`config.mk`:
```
export PLATFORM = sky130hd
export DESIGN_NAME = mutex_bank_with_fifo_handoff
export DESIGN_NICKNAME = d
export VERILOG_FILES = /design/src/rtl/core/mbfh_pkg.sv /design/src/rtl/core/mutex_bank_with_fifo_handoff.sv /design/src/rtl/core/mbfh_dp.sv /design/src/rtl/core/mbfh_ctrl.sv
export VERILOG_INCLUDE_DIRS = /design/src /design/src/rtl/core
export SDC_FILE = /design/constraint.sdc
export NUM_CORES = 1
export LEC_CHECK = 0
export BUFFER_PORTS_ARGS = -buffer_cell sky130_fd_sc_hd__buf_2
export CAP_MARGIN = 25
export CORE_UTILIZATION = 23
export DETAILED_ROUTE_END_ITERATION = 8
export MAX_ROUTING_LAYER = met4
export PLACE_DENSITY = 0.46
export SYNTH_ARGS = -nofsm -noshare
export SYNTH_HDL_FRONTEND = slang
export SYNTH_HIERARCHICAL = 1
export SYNTH_SLANG_ARGS = --single-unit
```
`constraint.sdc`:
```
create_clock -name clk_i -period 5.36 [get_ports clk_i]
set_input_delay 1.072 -clock clk_i [delete_from_list [all_inputs] [get_ports clk_i]]
set_output_delay 1.072 -clock clk_i [all_outputs]
set_load 0.05 [all_outputs]
```
`src/rtl/core/mutex_bank_with_fifo_handoff_assert.svh`:
```
// ----------------------------------------------------------------------------
// mutex bank assertion macros
// shared concurrent assertion forms, clocked and held off during reset
// ----------------------------------------------------------------------------
`ifndef MUTEX_BANK_WITH_FIFO_HANDOFF_ASSERT_SVH
`define MUTEX_BANK_WITH_FIFO_HANDOFF_ASSERT_SVH

// consequent must hold in the same cycle as the antecedent
`define MBFH_ASSERT_NOW(label, clk, rst_n, ante, cons, msg) \
  label: assert property (@(posedge clk) disable iff (!rst_n) (ante) |-> (cons)) \
    else $error(msg);

// consequent must hold in the cycle after the antecedent
`define MBFH_ASSERT_NEXT(label, clk, rst_n, ante, cons, msg) \
  label: assert property (@(posedge clk) disable iff (!rst_n) (ante) |=> (cons)) \
    else $error(msg);

`endif

```
`src/rtl/core/mbfh_pkg.sv`:
```
// ----------------------------------------------------------------------------
// mbfh_pkg
// shared codes and controller/datapath interface types for the mutex bank
// ----------------------------------------------------------------------------
`default_nettype none

package mbfh_pkg;

  localparam int unsigned MutexIdW = 3;
  localparam int unsigned StatusW  = 3;

  // request kinds
  localparam logic MODE_LOCK   = 1'b0;
  localparam logic MODE_UNLOCK = 1'b1;

  // result status codes
  localparam logic [StatusW-1:0] ST_ACQUIRED   = 3'd0;
  localparam logic [StatusW-1:0] ST_RELOCK     = 3'd1;
  localparam logic [StatusW-1:0] ST_QUEUED     = 3'd2;
  localparam logic [StatusW-1:0] ST_FULL       = 3'd3;
  localparam logic [StatusW-1:0] ST_RELEASED   = 3'd4;
  localparam logic [StatusW-1:0] ST_HANDOFF    = 3'd5;
  localparam logic [StatusW-1:0] ST_NOT_LOCKED = 3'd6;
  localparam logic [StatusW-1:0] ST_NOT_OWNER  = 3'd7;

  // controller to datapath
  typedef struct packed {
    logic capture;  // take request beat, read mutex record
    logic commit;   // apply decision, load result
    logic pop;      // read oldest waiter
    logic wake;     // hand mutex to popped waiter, load result
  } cmd_t;

  // datapath to controller
  typedef struct packed {
    logic handoff;  // owner unlock with waiters present
  } sts_t;

endpackage

`default_nettype wire

```
`src/rtl/core/mutex_bank_with_fifo_handoff.sv`:
```
// ----------------------------------------------------------------------------
// mutex_bank_with_fifo_handoff
// bank of mutexes, each with an owner and a fifo of waiting task ids
// ----------------------------------------------------------------------------
// each request beat (lock or unlock of one mutex by one task) yields exactly
// one result beat. the accepting edge reads the mutex record memory (owner,
// queue pointers, count) into registers; the evaluation step then decides,
// writes the record back and loads the result register, which offers the
// result beat, and the sequencer returns to idle for the next request. an
// unlock that hands the mutex to a waiter adds a waiter-read step, since the
// waiter memory is read at the head pointer that only arrives with the
// record. one request is in flight at a time; the result sits in an output
// register, and a stalled result beat holds the next request in evaluation
// or waiter read until the register frees. no clearing pass follows reset:
// held bits reset in flip-flops and a record is rewritten whenever its mutex
// is taken from free. mutex ids beyond the bank wrap modulo NUM_MUTEX.
// ----------------------------------------------------------------------------
`default_nettype none

module mutex_bank_with_fifo_handoff #(
  parameter int unsigned NUM_MUTEX  = 8,
  parameter int unsigned WAIT_DEPTH = 16,
  parameter int unsigned NUM_TASKS  = 256
) (
  input  wire                              clk_i,
  input  wire                              rst_ni,
  // request channel
  input  wire                              in_valid_i,
  output logic                             in_ready_o,
  input  wire                              mode_i,
  input  wire  [mbfh_pkg::MutexIdW-1:0]    mutex_id_i,
  input  wire  [$clog2(NUM_TASKS)-1:0]     task_id_i,
  // result channel
  output logic                             out_valid_o,
  input  wire                              out_ready_i,
  output logic [mbfh_pkg::StatusW-1:0]     status_o,
  output logic [$clog2(NUM_TASKS)-1:0]     woken_task_o,
  output logic                             woken_valid_o
);

  // command and status between sequencer and datapath
  mbfh_pkg::cmd_t cmd;
  mbfh_pkg::sts_t sts;

  // sequencer: handshakes and the evaluate / waiter-read steps
  mbfh_ctrl u_ctrl (
    .clk_i       (clk_i),
    .rst_ni      (rst_ni),
    .in_valid_i  (in_valid_i),
    .in_ready_o  (in_ready_o),
    .out_valid_o (out_valid_o),
    .out_ready_i (out_ready_i),
    .sts_i       (sts),
    .cmd_o       (cmd)
  );

  // datapath: record and waiter memories, decision, result register
  mbfh_dp #(
    .NUM_MUTEX  (NUM_MUTEX),
    .WAIT_DEPTH (WAIT_DEPTH),
    .NUM_TASKS  (NUM_TASKS)
  ) u_dp (
    .clk_i         (clk_i),
    .rst_ni        (rst_ni),
    .mode_i        (mode_i),
    .mutex_id_i    (mutex_id_i),
    .task_id_i     (task_id_i),
    .cmd_i         (cmd),
    .sts_o         (sts),
    .status_o      (status_o),
    .woken_task_o  (woken_task_o),
    .woken_valid_o (woken_valid_o)
  );

endmodule

`default_nettype wire

```
`src/rtl/core/mbfh_dp.sv`:
```
// ----------------------------------------------------------------------------
// mbfh_dp
// request registers, per-mutex record memory, waiter memory and result register
// ----------------------------------------------------------------------------
`default_nettype none

module mbfh_dp #(
  parameter int unsigned NUM_MUTEX  = 8,
  parameter int unsigned WAIT_DEPTH = 16,
  parameter int unsigned NUM_TASKS  = 256
) (
  input  wire                                clk_i,
  input  wire                                rst_ni,
  input  wire                                mode_i,
  input  wire  [mbfh_pkg::MutexIdW-1:0]      mutex_id_i,
  input  wire  [$clog2(NUM_TASKS)-1:0]       task_id_i,
  input  wire  mbfh_pkg::cmd_t               cmd_i,
  output mbfh_pkg::sts_t                     sts_o,
  output logic [mbfh_pkg::StatusW-1:0]       status_o,
  output logic [$clog2(NUM_TASKS)-1:0]       woken_task_o,
  output logic                               woken_valid_o
);

  localparam int unsigned TaskW = $clog2(NUM_TASKS);
  localparam int unsigned MidW  = (NUM_MUTEX > 1) ? $clog2(NUM_MUTEX) : 1;
  localparam int unsigned PtrW  = $clog2(WAIT_DEPTH);
  localparam int unsigned CntW  = $clog2(WAIT_DEPTH + 1);
  localparam int unsigned Depth = NUM_MUTEX * WAIT_DEPTH;
  localparam int unsigned AddrW = $clog2(Depth);
  localparam logic [8:0]  NumMutexV = 9'(NUM_MUTEX);

  // mutex id folded into the bank, narrow repeated subtract
  function automatic logic [MidW-1:0] bank_index(input logic [mbfh_pkg::MutexIdW-1:0] id);
    logic [8:0] v;
    v = 9'(id);
    for (int i = 0; i < 8; i++) begin
      if (v >= NumMutexV) begin
        v = v - NumMutexV;
      end
    end
    return v[MidW-1:0];
  endfunction

  function automatic logic [PtrW-1:0] ptr_next(input logic [PtrW-1:0] p);
    return (p == PtrW'(WAIT_DEPTH - 1)) ? '0 : p + PtrW'(1);
  endfunction

  function automatic logic [AddrW-1:0] slot_addr(input logic [MidW-1:0] m,
                                                 input logic [PtrW-1:0] p);
    return AddrW'(m) * AddrW'(WAIT_DEPTH) + AddrW'(p);
  endfunction

  // request
  logic             unlock_q;
  logic [MidW-1:0]  mid_q;
  logic [TaskW-1:0] task_q;
  logic [MidW-1:0]  in_mid;

  // per-mutex record, valid only while held
  logic [TaskW-1:0] own_mem  [NUM_MUTEX];
  logic [PtrW-1:0]  head_mem [NUM_MUTEX];
  logic [PtrW-1:0]  tail_mem [NUM_MUTEX];
  logic [CntW-1:0]  cnt_mem  [NUM_MUTEX];
  logic [TaskW-1:0] own_q;
  logic [PtrW-1:0]  head_q;
  logic [PtrW-1:0]  tail_q;
  logic [CntW-1:0]  cnt_q;
  logic [NUM_MUTEX-1:0] held_q;

  // waiter queues, all mutexes in one store
  logic [TaskW-1:0] wait_mem [Depth];
  logic [TaskW-1:0] wait_q;

  // decision
  logic                          held_bit;
  logic                          is_owner;
  logic [mbfh_pkg::StatusW-1:0]  dec_status;
  logic                          rec_we;
  logic                          wait_we;
  logic                          held_we;
  logic                          held_val;
  logic                          handoff;
  logic [TaskW-1:0]              new_own;
  logic [PtrW-1:0]               new_head;
  logic [PtrW-1:0]               new_tail;
  logic [CntW-1:0]               new_cnt;
  logic                          rec_wr;
  logic [TaskW-1:0]              wr_own;
  logic [PtrW-1:0]               wr_head;
  logic [CntW-1:0]               wr_cnt;

  // result
  logic [mbfh_pkg::StatusW-1:0]  status_q;
  logic [TaskW-1:0]              woken_task_q;
  logic                          woken_valid_q;

  assign in_mid   = bank_index(mutex_id_i);
  assign held_bit = held_q[mid_q];
  assign is_owner = (own_q == task_q);

  always_comb begin
    dec_status = mbfh_pkg::ST_ACQUIRED;
    rec_we     = 1'b0;
    wait_we    = 1'b0;
    held_we    = 1'b0;
    held_val   = 1'b0;
    handoff    = 1'b0;
    new_own    = own_q;
    new_head   = head_q;
    new_tail   = tail_q;
    new_cnt    = cnt_q;
    if (!unlock_q) begin
      priority if (!held_bit) begin
        dec_status = mbfh_pkg::ST_ACQUIRED;
        rec_we     = 1'b1;
        held_we    = 1'b1;
        held_val   = 1'b1;
        new_own    = task_q;
        new_head   = '0;
        new_tail   = '0;
        new_cnt    = '0;
      end else if (is_owner) begin
        dec_status = mbfh_pkg::ST_RELOCK;
      end else if (cnt_q == CntW'(WAIT_DEPTH)) begin
        dec_status = mbfh_pkg::ST_FULL;
      end else begin
        dec_status = mbfh_pkg::ST_QUEUED;
        rec_we     = 1'b1;
        wait_we    = 1'b1;
        new_tail   = ptr_next(tail_q);
        new_cnt    = cnt_q + CntW'(1);
      end
    end else begin
      priority if (!held_bit) begin
        dec_status = mbfh_pkg::ST_NOT_LOCKED;
      end else if (!is_owner) begin
        dec_status = mbfh_pkg::ST_NOT_OWNER;
      end else if (cnt_q == '0) begin
        dec_status = mbfh_pkg::ST_RELEASED;
        held_we    = 1'b1;
        held_val   = 1'b0;
      end else begin
        dec_status = mbfh_pkg::ST_HANDOFF;
        handoff    = 1'b1;
      end
    end
  end

  assign sts_o.handoff = handoff;

  // one record write port, shared by commit and wake
  assign rec_wr  = (cmd_i.commit && rec_we) || cmd_i.wake;
  assign wr_own  = cmd_i.wake ? wait_q : new_own;
  assign wr_head = cmd_i.wake ? ptr_next(head_q) : new_head;
  assign wr_cnt  = cmd_i.wake ? (cnt_q - CntW'(1)) : new_cnt;

  always_ff @(posedge clk_i) begin
    if (cmd_i.capture) begin
      unlock_q <= (mode_i == mbfh_pkg::MODE_UNLOCK);
      mid_q    <= in_mid;
      task_q   <= task_id_i;
    end
  end

  always_ff @(posedge clk_i) begin
    if (cmd_i.capture) begin
      own_q  <= own_mem[in_mid];
      head_q <= head_mem[in_mid];
      tail_q <= tail_mem[in_mid];
      cnt_q  <= cnt_mem[in_mid];
    end
    if (rec_wr) begin
      own_mem[mid_q]  <= wr_own;
      head_mem[mid_q] <= wr_head;
      tail_mem[mid_q] <= new_tail;
      cnt_mem[mid_q]  <= wr_cnt;
    end
  end

  always_ff @(posedge clk_i) begin
    if (cmd_i.pop) begin
      wait_q <= wait_mem[slot_addr(mid_q, head_q)];
    end
    if (cmd_i.commit && wait_we) begin
      wait_mem[slot_addr(mid_q, tail_q)] <= task_q;
    end
  end

  always_ff @(posedge clk_i or negedge rst_ni) begin
    if (!rst_ni) begin
      held_q <= '0;
    end else if (cmd_i.commit && held_we) begin
      held_q[mid_q] <= held_val;
    end
  end

  always_ff @(posedge clk_i) begin
    if (cmd_i.wake) begin
      status_q      <= mbfh_pkg::ST_HANDOFF;
      woken_task_q  <= wait_q;
      woken_valid_q <= 1'b1;
    end else if (cmd_i.commit) begin
      status_q      <= dec_status;
      woken_task_q  <= '0;
      woken_valid_q <= 1'b0;
    end
  end

  assign status_o      = status_q;
  assign woken_task_o  = woken_task_q;
  assign woken_valid_o = woken_valid_q;

endmodule

`default_nettype wire

```
`src/rtl/core/mbfh_ctrl.sv`:
```
// ----------------------------------------------------------------------------
// mbfh_ctrl
// request sequencer: accept, evaluate, optional waiter read, result handshake
// ----------------------------------------------------------------------------
`default_nettype none

`include "mutex_bank_with_fifo_handoff_assert.svh"

module mbfh_ctrl (
  input  wire             clk_i,
  input  wire             rst_ni,
  input  wire             in_valid_i,
  output logic            in_ready_o,
  output logic            out_valid_o,
  input  wire             out_ready_i,
  input  wire  mbfh_pkg::sts_t sts_i,
  output mbfh_pkg::cmd_t  cmd_o
);

  localparam logic [1:0] StIdle = 2'd0;
  localparam logic [1:0] StEval = 2'd1;
  localparam logic [1:0] StWake = 2'd2;

  logic [1:0] state_q, state_d;
  logic       out_valid_q, out_valid_d;
  logic       in_fire;
  logic       slot_free;

  assign in_ready_o = (state_q == StIdle);
  assign in_fire    = in_valid_i && in_ready_o;
  assign slot_free  = !out_valid_q || out_ready_i;

  always_comb begin
    cmd_o         = '0;
    cmd_o.capture = in_fire;
    state_d       = state_q;
    unique case (state_q)
      StIdle: begin
        if (in_fire) begin
          state_d = StEval;
        end
      end
      StEval: begin
        if (sts_i.handoff) begin
          cmd_o.pop = 1'b1;
          state_d   = StWake;
        end else if (slot_free) begin
          cmd_o.commit = 1'b1;
          state_d      = StIdle;
        end
      end
      StWake: begin
        if (slot_free) begin
          cmd_o.wake = 1'b1;
          state_d    = StIdle;
        end
      end
      default: begin
        state_d = StIdle;
      end
    endcase
  end

  always_comb begin
    out_valid_d = out_valid_q;
    if (cmd_o.commit || cmd_o.wake) begin
      out_valid_d = 1'b1;
    end else if (out_ready_i) begin
      out_valid_d = 1'b0;
    end
  end

  always_ff @(posedge clk_i or negedge rst_ni) begin
    if (!rst_ni) begin
      state_q     <= StIdle;
      out_valid_q <= 1'b0;
    end else begin
      state_q     <= state_d;
      out_valid_q <= out_valid_d;
    end
  end

  assign out_valid_o = out_valid_q;

  `MBFH_ASSERT_NEXT(a_accept_to_eval, clk_i, rst_ni, in_fire, (state_q == StEval), "accepted beat did not enter evaluation")
  `MBFH_ASSERT_NEXT(a_pop_to_wake, clk_i, rst_ni, cmd_o.pop, (state_q == StWake), "waiter read not followed by handoff")
  `MBFH_ASSERT_NOW(a_cmd_exclusive, clk_i, rst_ni, 1'b1, ($onehot0({cmd_o.capture, cmd_o.commit, cmd_o.pop, cmd_o.wake})), "more than one datapath command at once")
  `MBFH_ASSERT_NEXT(a_result_shown, clk_i, rst_ni, (cmd_o.commit || cmd_o.wake), out_valid_q, "loaded result not presented")

endmodule

`default_nettype wire
```
# Word-level counts from Yosys, hierarchy flattened
# Memories as Yosys holds them, arrays and structs flattened. A register that Yosys moved wholly into a read port is not among the register bits.
# Cells that the tools add are included.
[classes]
add_sub_neg = 6
n_lt_le_gt_ge = 2
eq_ne = 7
mux = 62
reduce_logical = 13
[ops]
columns = ["cell", "count"]
rows = [
  ["$mux 8", 5],
  ["$mux 4", 9],
  ["$mux 1", 30],
  ["$mux 5", 5],
  ["$mux 3", 5],
  ["$add 7x4->7", 2],
  ["$add 4x1->4 const B", 2],
  ["$bwmux 8", 1],
  ["$eq 4x4->1 const B", 2],
  ["$eq 8x8->1", 1],
  ["$mux 2", 4],
  ["$pmux 2 s3", 1],
  ["$add 5x1->5 const B", 1],
  ["$eq 5x5->1 const B", 1],
  ["$logic_and 1x1->1", 5],
  ["$logic_not 5->1", 1],
  ["$sub 5x1->5 const B", 1],
  ["$lt 3x4->1 const B", 1],
  ["$reduce_bool 2->1", 2],
  ["$bmux 1 s3", 1],
  ["$demux 1 s3", 1],
  ["$ge 3x1->1 const B", 1],
  ["$logic_or 1x1->1", 3],
  ["$eq 2x1->1 const B", 1],
  ["4 further kinds", 4],
]
[word_totals]
regBits = 35
ramBits = 1192
in_bits = 16
output_inout_bits = 14
wordCells = 104
n_memories = 5
[memory_table]
columns = ["name", "words", "word_bits", "rd", "rd_ports_with_merged_regs", "wr", "line_no", "source"]
rows = [
  ["u_dp.wait_mem", 128, 8, 1, 1, 1, "mbfh_dp.sv:71", "logic [TaskW-1:0] wait_mem [Depth];"],
  ["u_dp.own_mem", 8, 8, 1, 1, 1, "mbfh_dp.sv:60", "logic [TaskW-1:0] own_mem [NUM_MUTEX];"],
  ["u_dp.cnt_mem", 8, 5, 1, 1, 1, "mbfh_dp.sv:63", "logic [CntW-1:0] cnt_mem [NUM_MUTEX];"],
  ["u_dp.head_mem", 8, 4, 1, 1, 1, "mbfh_dp.sv:61", "logic [PtrW-1:0] head_mem [NUM_MUTEX];"],
  ["u_dp.tail_mem", 8, 4, 1, 1, 1, "mbfh_dp.sv:62", "logic [PtrW-1:0] tail_mem [NUM_MUTEX];"],
]

# Depth between registers and ports, before layout
# Gate-level depths: netlist of the first run.
[depth]
depth_word = 11
depth_mapped = 13
mapped_depth_nobuf = 11

# Modules after synthesis
# Netlist of the first run, hierarchy kept.
[modules_own_cells]
columns = ["module", "instances", "cells_each", "area_per_inst_um2", "seq_area_each_um2"]
rows = [
  ["mbfh_dp", 1, 2767, 49493.7, 37546.0],
  ["mbfh_ctrl", 1, 18, 171.4, 75.1],
]

# Worst setup path after synthesis of the first run
# No wires, ideal clock.
[synth_path]
path_kind = "register to register"
from = "register u_dp.task_q[5]"
to = "memory u_dp/cnt_mem[0][0] in the netlist's numbering, enable pin"
setup_ns = 0.425
t_arrival_ns = 5.225
t_required_ns = 4.935
slack_ns = -0.291
stages_incl_launch_ff = 12
n_path_buf = 2
period_less_slack_ns = 5.651
cell_sequence = "edfxtp_1 -> xor2_1 -> nor4_1 -> and2_1 -> clkbuf_1 -> nand3_1 -> nor2_1 -> or3b_1 -> nor2_1 -> buf_1 -> a31oi_1 -> nor3_1"
[synth_lines]
columns = ["item", "line_no", "source"]
rows = [
  ["start, declared", "mbfh_dp.sv:56", "logic [TaskW-1:0] task_q;"],
  ["start signal, assigned", "mbfh_dp.sv:161", "task_q <= task_id_i;"],
  ["end, declared", "mbfh_dp.sv:63", ""],
]

==> out/results.txt, run 1 <==
H-tree Lvls: 4
Syn Nets: 2806
Initial antenna violation count: 12
First-pass GRT wire length: 195600 um
Mapped Cells: 2785
Synth Flop Type: edfxtp_1
Max-slew violations: 0
CP required: 5.75 ns
Least-Margin Pin Slew: 1.086 ns
Storage element area: 0.03762 sq mm
Library cells used by synthesis: 63
Overall Power: 22.08 mW
# DRC: 0
Number of CTS-inserted buffers: 138
Power density cells: 381.5 mW/mm^2
Status: completed
Seq/Total Area, Yosys: 75.75%
First-pass detailed-route iteration total: 7
RSZ-0062 raised after global routing: false
Die width: 466.7 um
Largest family of logic cells by synthesized area: multiplexers
Final Wtd Congestion: 0.7905
Fmax: 229.6 MHz
Compound-Gate Fraction of Synth Area: 4.008%
Maximum clock path buffer count: 3
Largest net degree at the start of global routing: 130
Post-cts sizing count: 0
Gr usage total: 12.88%
Routed WL: 137700 um
Vias in the first global route: 26160
Mux cell area share after synthesis: 13.25%
Synth-to-layout area growth: 16.56%
Worst min path class: primary input to asynchronous set/reset pin
Final ANT Viol Nets: 0
Period utilization: 81.27%
Clock transition at path regs: 0.06 ns
Post-synth EDFFs: 1241
CTS tree: done
Syn Area/Cell: 17.83 sq um
Synth warn: 6
FILL cells: 21450
Area of the core: 0.2146 sq mm
Rows: 170
Starting Density: 23.14%
Worst Path Arrival: 4.75 ns
DRT iter0 DRCs: 2324
Via-to-Cell Ratio: 4.420
Die area: 0.2178 sq mm
Io pins: 30
Adder-cell area share of the yosys netlist: 0.1260%
CP dominant cell by count: nor2_1
Clk_lat worst skew: 0.77 ns
Vias after detailed routing: 25770
Critical Path Fanout Max: 32
Placed cell area: 0.05347 sq mm
Max_cap viols: 0
Mapped Area: 0.04967 sq mm
DPL Wire Length: 82550 um
Clock skew: 0.02876 ns
Wirelength per Cell: 23.62 um
Buffers added on ports: 29
Relative slew slack: 27.63%
Post-layout min period: 4.356 ns
Flops & latches, synth: 1256
Crit start category: flop
Finish-stage setup viols: 0
Post-route cell area: 0.05789 sq mm
Total Nets Final: 2903
DIE HEIGHT: 466.7 um
Root Buffer: clkbuf_16
Simple-gate area share of the yosys netlist: 5.061%
VDD IR max: 0.0003646 V
Total gr overflow: 0
Hold-fix buffers at CTS: 0
Share of layout cells above drive strength 1: 15.39%
Critical-path cell list: mux2_1 -> a22o_1 -> a221o_1 -> nand3_1 -> nor2_1 -> or3b_1 -> nor2_1 -> buf_4 -> nand4b_1 -> buf_4 -> nor2_1
Post-synthesis xor/xnor area fraction: 0.1587%
CP max-delay cell: nor2_1
Critical path capture point type: flop
Setup bufs post-CTS: 0
Leakage power: 18.63 nW
Async set-reset flop share out of synthesis: 0.8758%
Clk sinks: 1256
Critical path's largest stage delay: 0.69 ns
Area of the multi-input gates: 0.01128 sq mm
Final Hold Vio Count: 0
Critical path class: flop to flop
synth_stat cells (all sizes together) (22+ instances only):
| cell type | count | area, sq um |
|---|---|---|
| a21oi | 95 | 475.5 |
| mux2 | 22 | 247.7 |
| mux2i | 403 | 4034 |
| a22oi | 119 | 893.4 |
| buf | 87 | 519.3 |
| clkbuf | 73 | 274.0 |
| nand2 | 135 | 506.7 |
| edfxtp | 1241 | 37270 |
| mux4 | 102 | 2297 |
| nor2b | 25 | 156.4 |
| nor2 | 151 | 576.8 |
| nand3 | 112 | 565.5 |
| nand4 | 27 | 168.9 |
critical path, delay by kind of cell (launching register included):
| kind | cells | cell delay, ns |
|---|---|---|
| compound gates | 2 | 0.70 |
| simple gates | 6 | 1.55 |
| flops | 1 | 0.66 |
| buf+inv | 2 | 0.66 |
| mux | 1 | 0.38 |
layout by cell type, fill, tap and decap left out, types with 7 or more instances in the layout:
cell / netlist / routed
a211oi_1: 7 / 7
a21oi_1: 95 / 95
a22o_1: 21 / 21
a22oi_1: 119 / 119
a31oi_1: 9 / 9
and2_1: 17 / 15
buf_12: 1 / 16
buf_2: 42 / 29
buf_4: 29 / 69
bufinv_16: 0 / 11
clkbuf_1: 73 / 22
clkbuf_16: 0 / 142
clkinv_1: 0 / 28
clkinv_2: 0 / 25
dfrtp_1: 11 / 11
edfxtp_1: 1241 / 1241
inv_1: 7 / 7
mux2_2: 21 / 21
mux2i_1: 403 / 403
mux4_2: 102 / 102
nand2_1: 135 / 135
nand2b_1: 10 / 10
nand3_1: 111 / 111
nand4_1: 27 / 27
nor2_1: 149 / 143
nor2b_1: 25 / 23
nor3_1: 15 / 11
o21ai_0: 9 / 9
o21bai_1: 10 / 10
xor2_1: 9 / 9
metal layers:
layer	vias up	global-route usage, %	share of wire [%]
li1	11330	-	-
met1	13540	17.33	46
met2	712	19.83	46
met3	188	2.098	4.9
met4	0	3.955	2.4
met5	-	-	0
final timing paths:
kind,from,to,slack [ns],cells past startpoint
hold / removal,rst_ni,u_dp/held_q[0],0.19,1
setup / recovery,u_dp/mid_q[2],u_dp/wait_mem[14][1],1.00,11
setup reg to reg,u_dp/mid_q[2],u_dp/wait_mem[14][1],1.00,11
hold reg to reg,u_dp/woken_valid_o,u_dp/woken_valid_o,0.46,1
max in group asynchronous,rst_ni,u_ctrl/state_q[1],4.93,1
min in group clk_i,u_dp/woken_valid_o,u_dp/woken_valid_o,0.46,1
flip-flops by register name, indices dropped and copies added, names as in the netlist, 32 cells and up:
register       cells
u_dp/cnt_mem      40
u_dp/head_mem     32
u_dp/own_mem      64
u_dp/tail_mem     32
u_dp/wait_mem   1024
cell families after synthesis:
| family | count (synthesis) |
|---|---|
| and+or+nand+nor | 528 |
| adders and majority gates | 5 |
| AOI/OAI and AO/OA | 293 |
| DFF | 1256 |
| muxes | 527 |
| buffers and inverters | 167 |
| xor gates and xnor gates | 9 |
report_power, final:
group / leakage (nW) / switching (mW) / total [mW] / internal, mW
logic: 5.12 / 1.19 / 1.71 / 0.519
clock network: 2.15 / 3.86 / 9.28 / 5.42
registers: 11.4 / 0.0779 / 11.1 / 11.0
total: 18.6 / 5.13 / 22.1 / 17.0
cell type report:
class	instances	area share, %
Clock inverter	79	1.232
Multi-Input combinational cell	1362	19.49
Clock buffer	167	6.352
Antenna cell	4	0.01729
Timing Repair Buffer	117	1.738
Inverter	7	0.04539
Tap cell	2838	6.134
Sequential cell	1256	64.99
stage by stage:
| stage | setup TNS (ns) | hold WS [ns] | util [%] | cells | worst slack, ns |
|---|---|---|---|---|---|
| finish | 0 | 0.1910 | 26.97 | 5830 | 1.004 |
| floorplan | -24.40 | 0.4497 | - | 2785 | -0.2905 |
| global placement | 0 | 0.4430 | 24.91 | 5577 | 1.080 |
| global route | 0 | 0.1757 | 26.97 | 5827 | 0.7562 |
| CTS | 0 | 0.1393 | 26.96 | 5823 | 0.9888 |
| detailed placement | 0 | 0.4512 | 24.91 | 5577 | 0.9853 |
No activity file was read; power rests on OpenSTA's default activity.
==> run 2, diff against run 1 <==
--- a/config.mk
+++ b/config.mk
@@ -11,7 +11,7 @@
 export CORE_UTILIZATION = 23
 export DETAILED_ROUTE_END_ITERATION = 8
 export MAX_ROUTING_LAYER = met4
-export PLACE_DENSITY = 0.46
+export PLACE_DENSITY = 0.45
 export SYNTH_ARGS = -nofsm -noshare
 export SYNTH_HDL_FRONTEND = slang
 export SYNTH_HIERARCHICAL = 1
==> constraint.sdc (replaced) <==
create_clock -name clk_i -period 4.55 [get_ports clk_i]
set_input_delay 0.91 -clock clk_i [delete_from_list [all_inputs] [get_ports clk_i]]
set_output_delay 0.91 -clock clk_i [all_outputs]
set_load 0.05 [all_outputs]
==> run 2 against run 1 <==
Register-to-register slack worse by 0.50 ns. Sequential cell count unchanged. Combinational power up 22%.
==> out/results.txt, run 2 (synthesized netlist as in run 1, its figures left out) <==
Max-slew violations: 0 (unchanged)
Post-cts sizing count: 0 (unchanged)
Largest regs: u_dp/wait_mem x1024, u_dp/own_mem x64, u_dp/cnt_mem x40
Clk sinks: 1256 (unchanged)
CP max-delay cell: nor2_1
Relative slew slack: 23.60% (-4.0 points)
Register with the most flip-flops: u_dp/wait_mem
Routed WL: 136800 um (-0.63%)
Buffers added on ports: 29 (unchanged)
DRT iter0 DRCs: 2418 (+4.0%)
Maximum clock path buffer count: 3 (unchanged)
Io pins: 30 (unchanged)
Hold path depth: 1
CP required: 4.93 ns (-0.82 ns)
Power density cells: 446.5 mW/mm^2 (+17%)
Worst R2R Path Depth: 11 (unchanged)
Starting Density: 23.14% (unchanged)
Root Buffer: clkbuf_16
Clock skew: 0.02373 ns (-0.005032 ns)
Worst path depth: 11 (unchanged)
Initial antenna violation count: 7 (-5)
Placed insts: 5622 (+0.81%)
Total gr overflow: 0 (unchanged)
Most frequent cells in the layout: edfxtp_1 (1241), mux2i_1 (403), nor2_1 (142)
Critical Path Fanout Max: 18 (-44%)
Worst min path class: primary input to flop
Via-to-Cell Ratio: 4.408 (-0.28%)
Die width: 466.7 um (unchanged)
Critical path class: flop to flop
# DRC: 0 (unchanged)
Period utilization: 88.93% (+7.7 points)
Clock transition at path regs: 0.06 ns (about the same)
Total Nets Final: 2947 (+1.5%)
Wirelength per Cell: 23.29 um (-1.4%)
Number of CTS-inserted buffers: 139 (+0.72%)
Placed cell area: 0.05404 sq mm (+1.1%)
Area of the core: 0.2146 sq mm (unchanged)
Hold-fix buffers at CTS: 1 (+1)
Rows: 170 (unchanged)
Setup_tns: 0 ns (unchanged)
Critical path capture point type: flop
Final ANT Viol Nets: 0 (unchanged)
Share of layout cells above drive strength 1: 16.53% (+1.1 points)
CTS tree: done
RSZ-0062 raised after global routing: false
Crit start category: flop
Final Hold Vio Count: 0 (unchanged)
Setup bufs post-CTS: 0 (unchanged)
Critical-path cell list: mux2_1 -> a22o_1 -> a221o_1 -> nand3_1 -> nor2_1 -> or3b_1 -> nor2_2 -> nand4b_1 -> buf_4 -> buf_4 -> nor2_1
VDD IR max: 0.0003589 V (-1.5%)
First-pass detailed-route iteration total: 5 (-2)
Status: completed
Largest net degree at the start of global routing: 130 (unchanged)
Clk_lat worst skew: 0.77 ns (about the same)
Finish-stage setup viols: 0 (unchanged)
Fin cells: 5876 (+0.79%)
Max FFs per register: 1024 (unchanged)
Critical path's largest stage delay: 0.62 ns (-0.07 ns)
Worst path bufs/invs: 2 (unchanged)
Synth-to-layout area growth: 17.68%
Post-layout min period: 4.046 ns (-0.3100 ns)
Vias after detailed routing: 25900 (+0.51%)
Gr usage total: 12.79% (-0.088 points)
Post-route cell area: 0.05845 sq mm (+0.96%)
Vias in the first global route: 26100 (-0.22%)
Fmax: 247.2 MHz (+7.7%)
Leakage power: 18.91 nW (+1.5%)
First-pass GRT wire length: 194200 um (-0.68%)
Worst Path Arrival: 4.43 ns (-0.32 ns)
DPL Wire Length: 83100 um (+0.67%)
Pre-CTS setup slack: 0.4986 ns (-0.4867 ns)
Setup ws final: 0.5039 ns (-0.5000 ns)
Most common library cell in the layout ignoring fill and taps: edfxtp_1
Final Wtd Congestion: 0.8280 (+4.7%)
Max_cap viols: 0 (unchanged)
Worst Hold Margin: 0.3294 ns (+0.1383 ns)
Top Family by Delay on Critical Path: simple AND/OR/NAND/NOR gates
Overall Power: 26.09 mW (+18%)
Least-Margin Pin Slew: 1.135 ns (+0.04992 ns)
Core Util, Final: 27.23% (+0.26 points)
DIE HEIGHT: 466.7 um (unchanged)
H-tree Lvls: 4 (unchanged)
Die area: 0.2178 sq mm (unchanged)
## run 2: cell count changes in the layout (fill, tap and decap cells not counted), sizes merged
cell and delta:
buf +45, bufinv -1, clkbuf -1, clkinv +3, clkinvlp -1, diode -2, dlygate4sd3 +1, inv +2
## run 2: layer usage
layer | GRT usage, % | share of wire [%] | up-vias
li1 | - | - | 11390
met1 | 17.42 | 46 | 13670
met2 | 19.73 | 47 | 688
met3 | 2.107 | 4.9 | 157
met4 | 3.250 | 1.9 | 0
met5 | - | 0 | -
## run 2: power breakdown
part	internal (mW)	switching (mW)	total [mW]
clock network	6.29	4.65	10.9
registers	13.0	0.0845	13.1
logic	0.679	1.41	2.09
## run 2: final timing paths
| path | from | to | slack [ns] |
|---|---|---|---|
| worst max-delay path | u_dp/mid_q[2] | u_dp/wait_mem[18][6] | 0.50 |
| worst min-delay path | mode_i | u_dp/unlock_q | 0.33 |
| min in group asynchronous | rst_ni | u_ctrl/state_q[0] | 0.58 |
| max in group asynchronous | rst_ni | u_dp/held_q[2] | 3.70 |
| worst max register to register | u_dp/mid_q[2] | u_dp/wait_mem[18][6] | 0.50 |
| worst min register to register | u_dp/woken_valid_o | u_dp/woken_valid_o | 0.45 |
## run 2: final cells by class
class / count / area (sq um)
sequential: 1256 / 37620
inverter: 7 / 26.28
clock buffer: 169 / 3633
multi-input combinational: 1362 / 11350
antenna: 2 / 5.005
clock inverter: 82 / 759.5
fill: 21390 / 156200
timing repair buffer: 160 / 1504
tap: 2838 / 3551
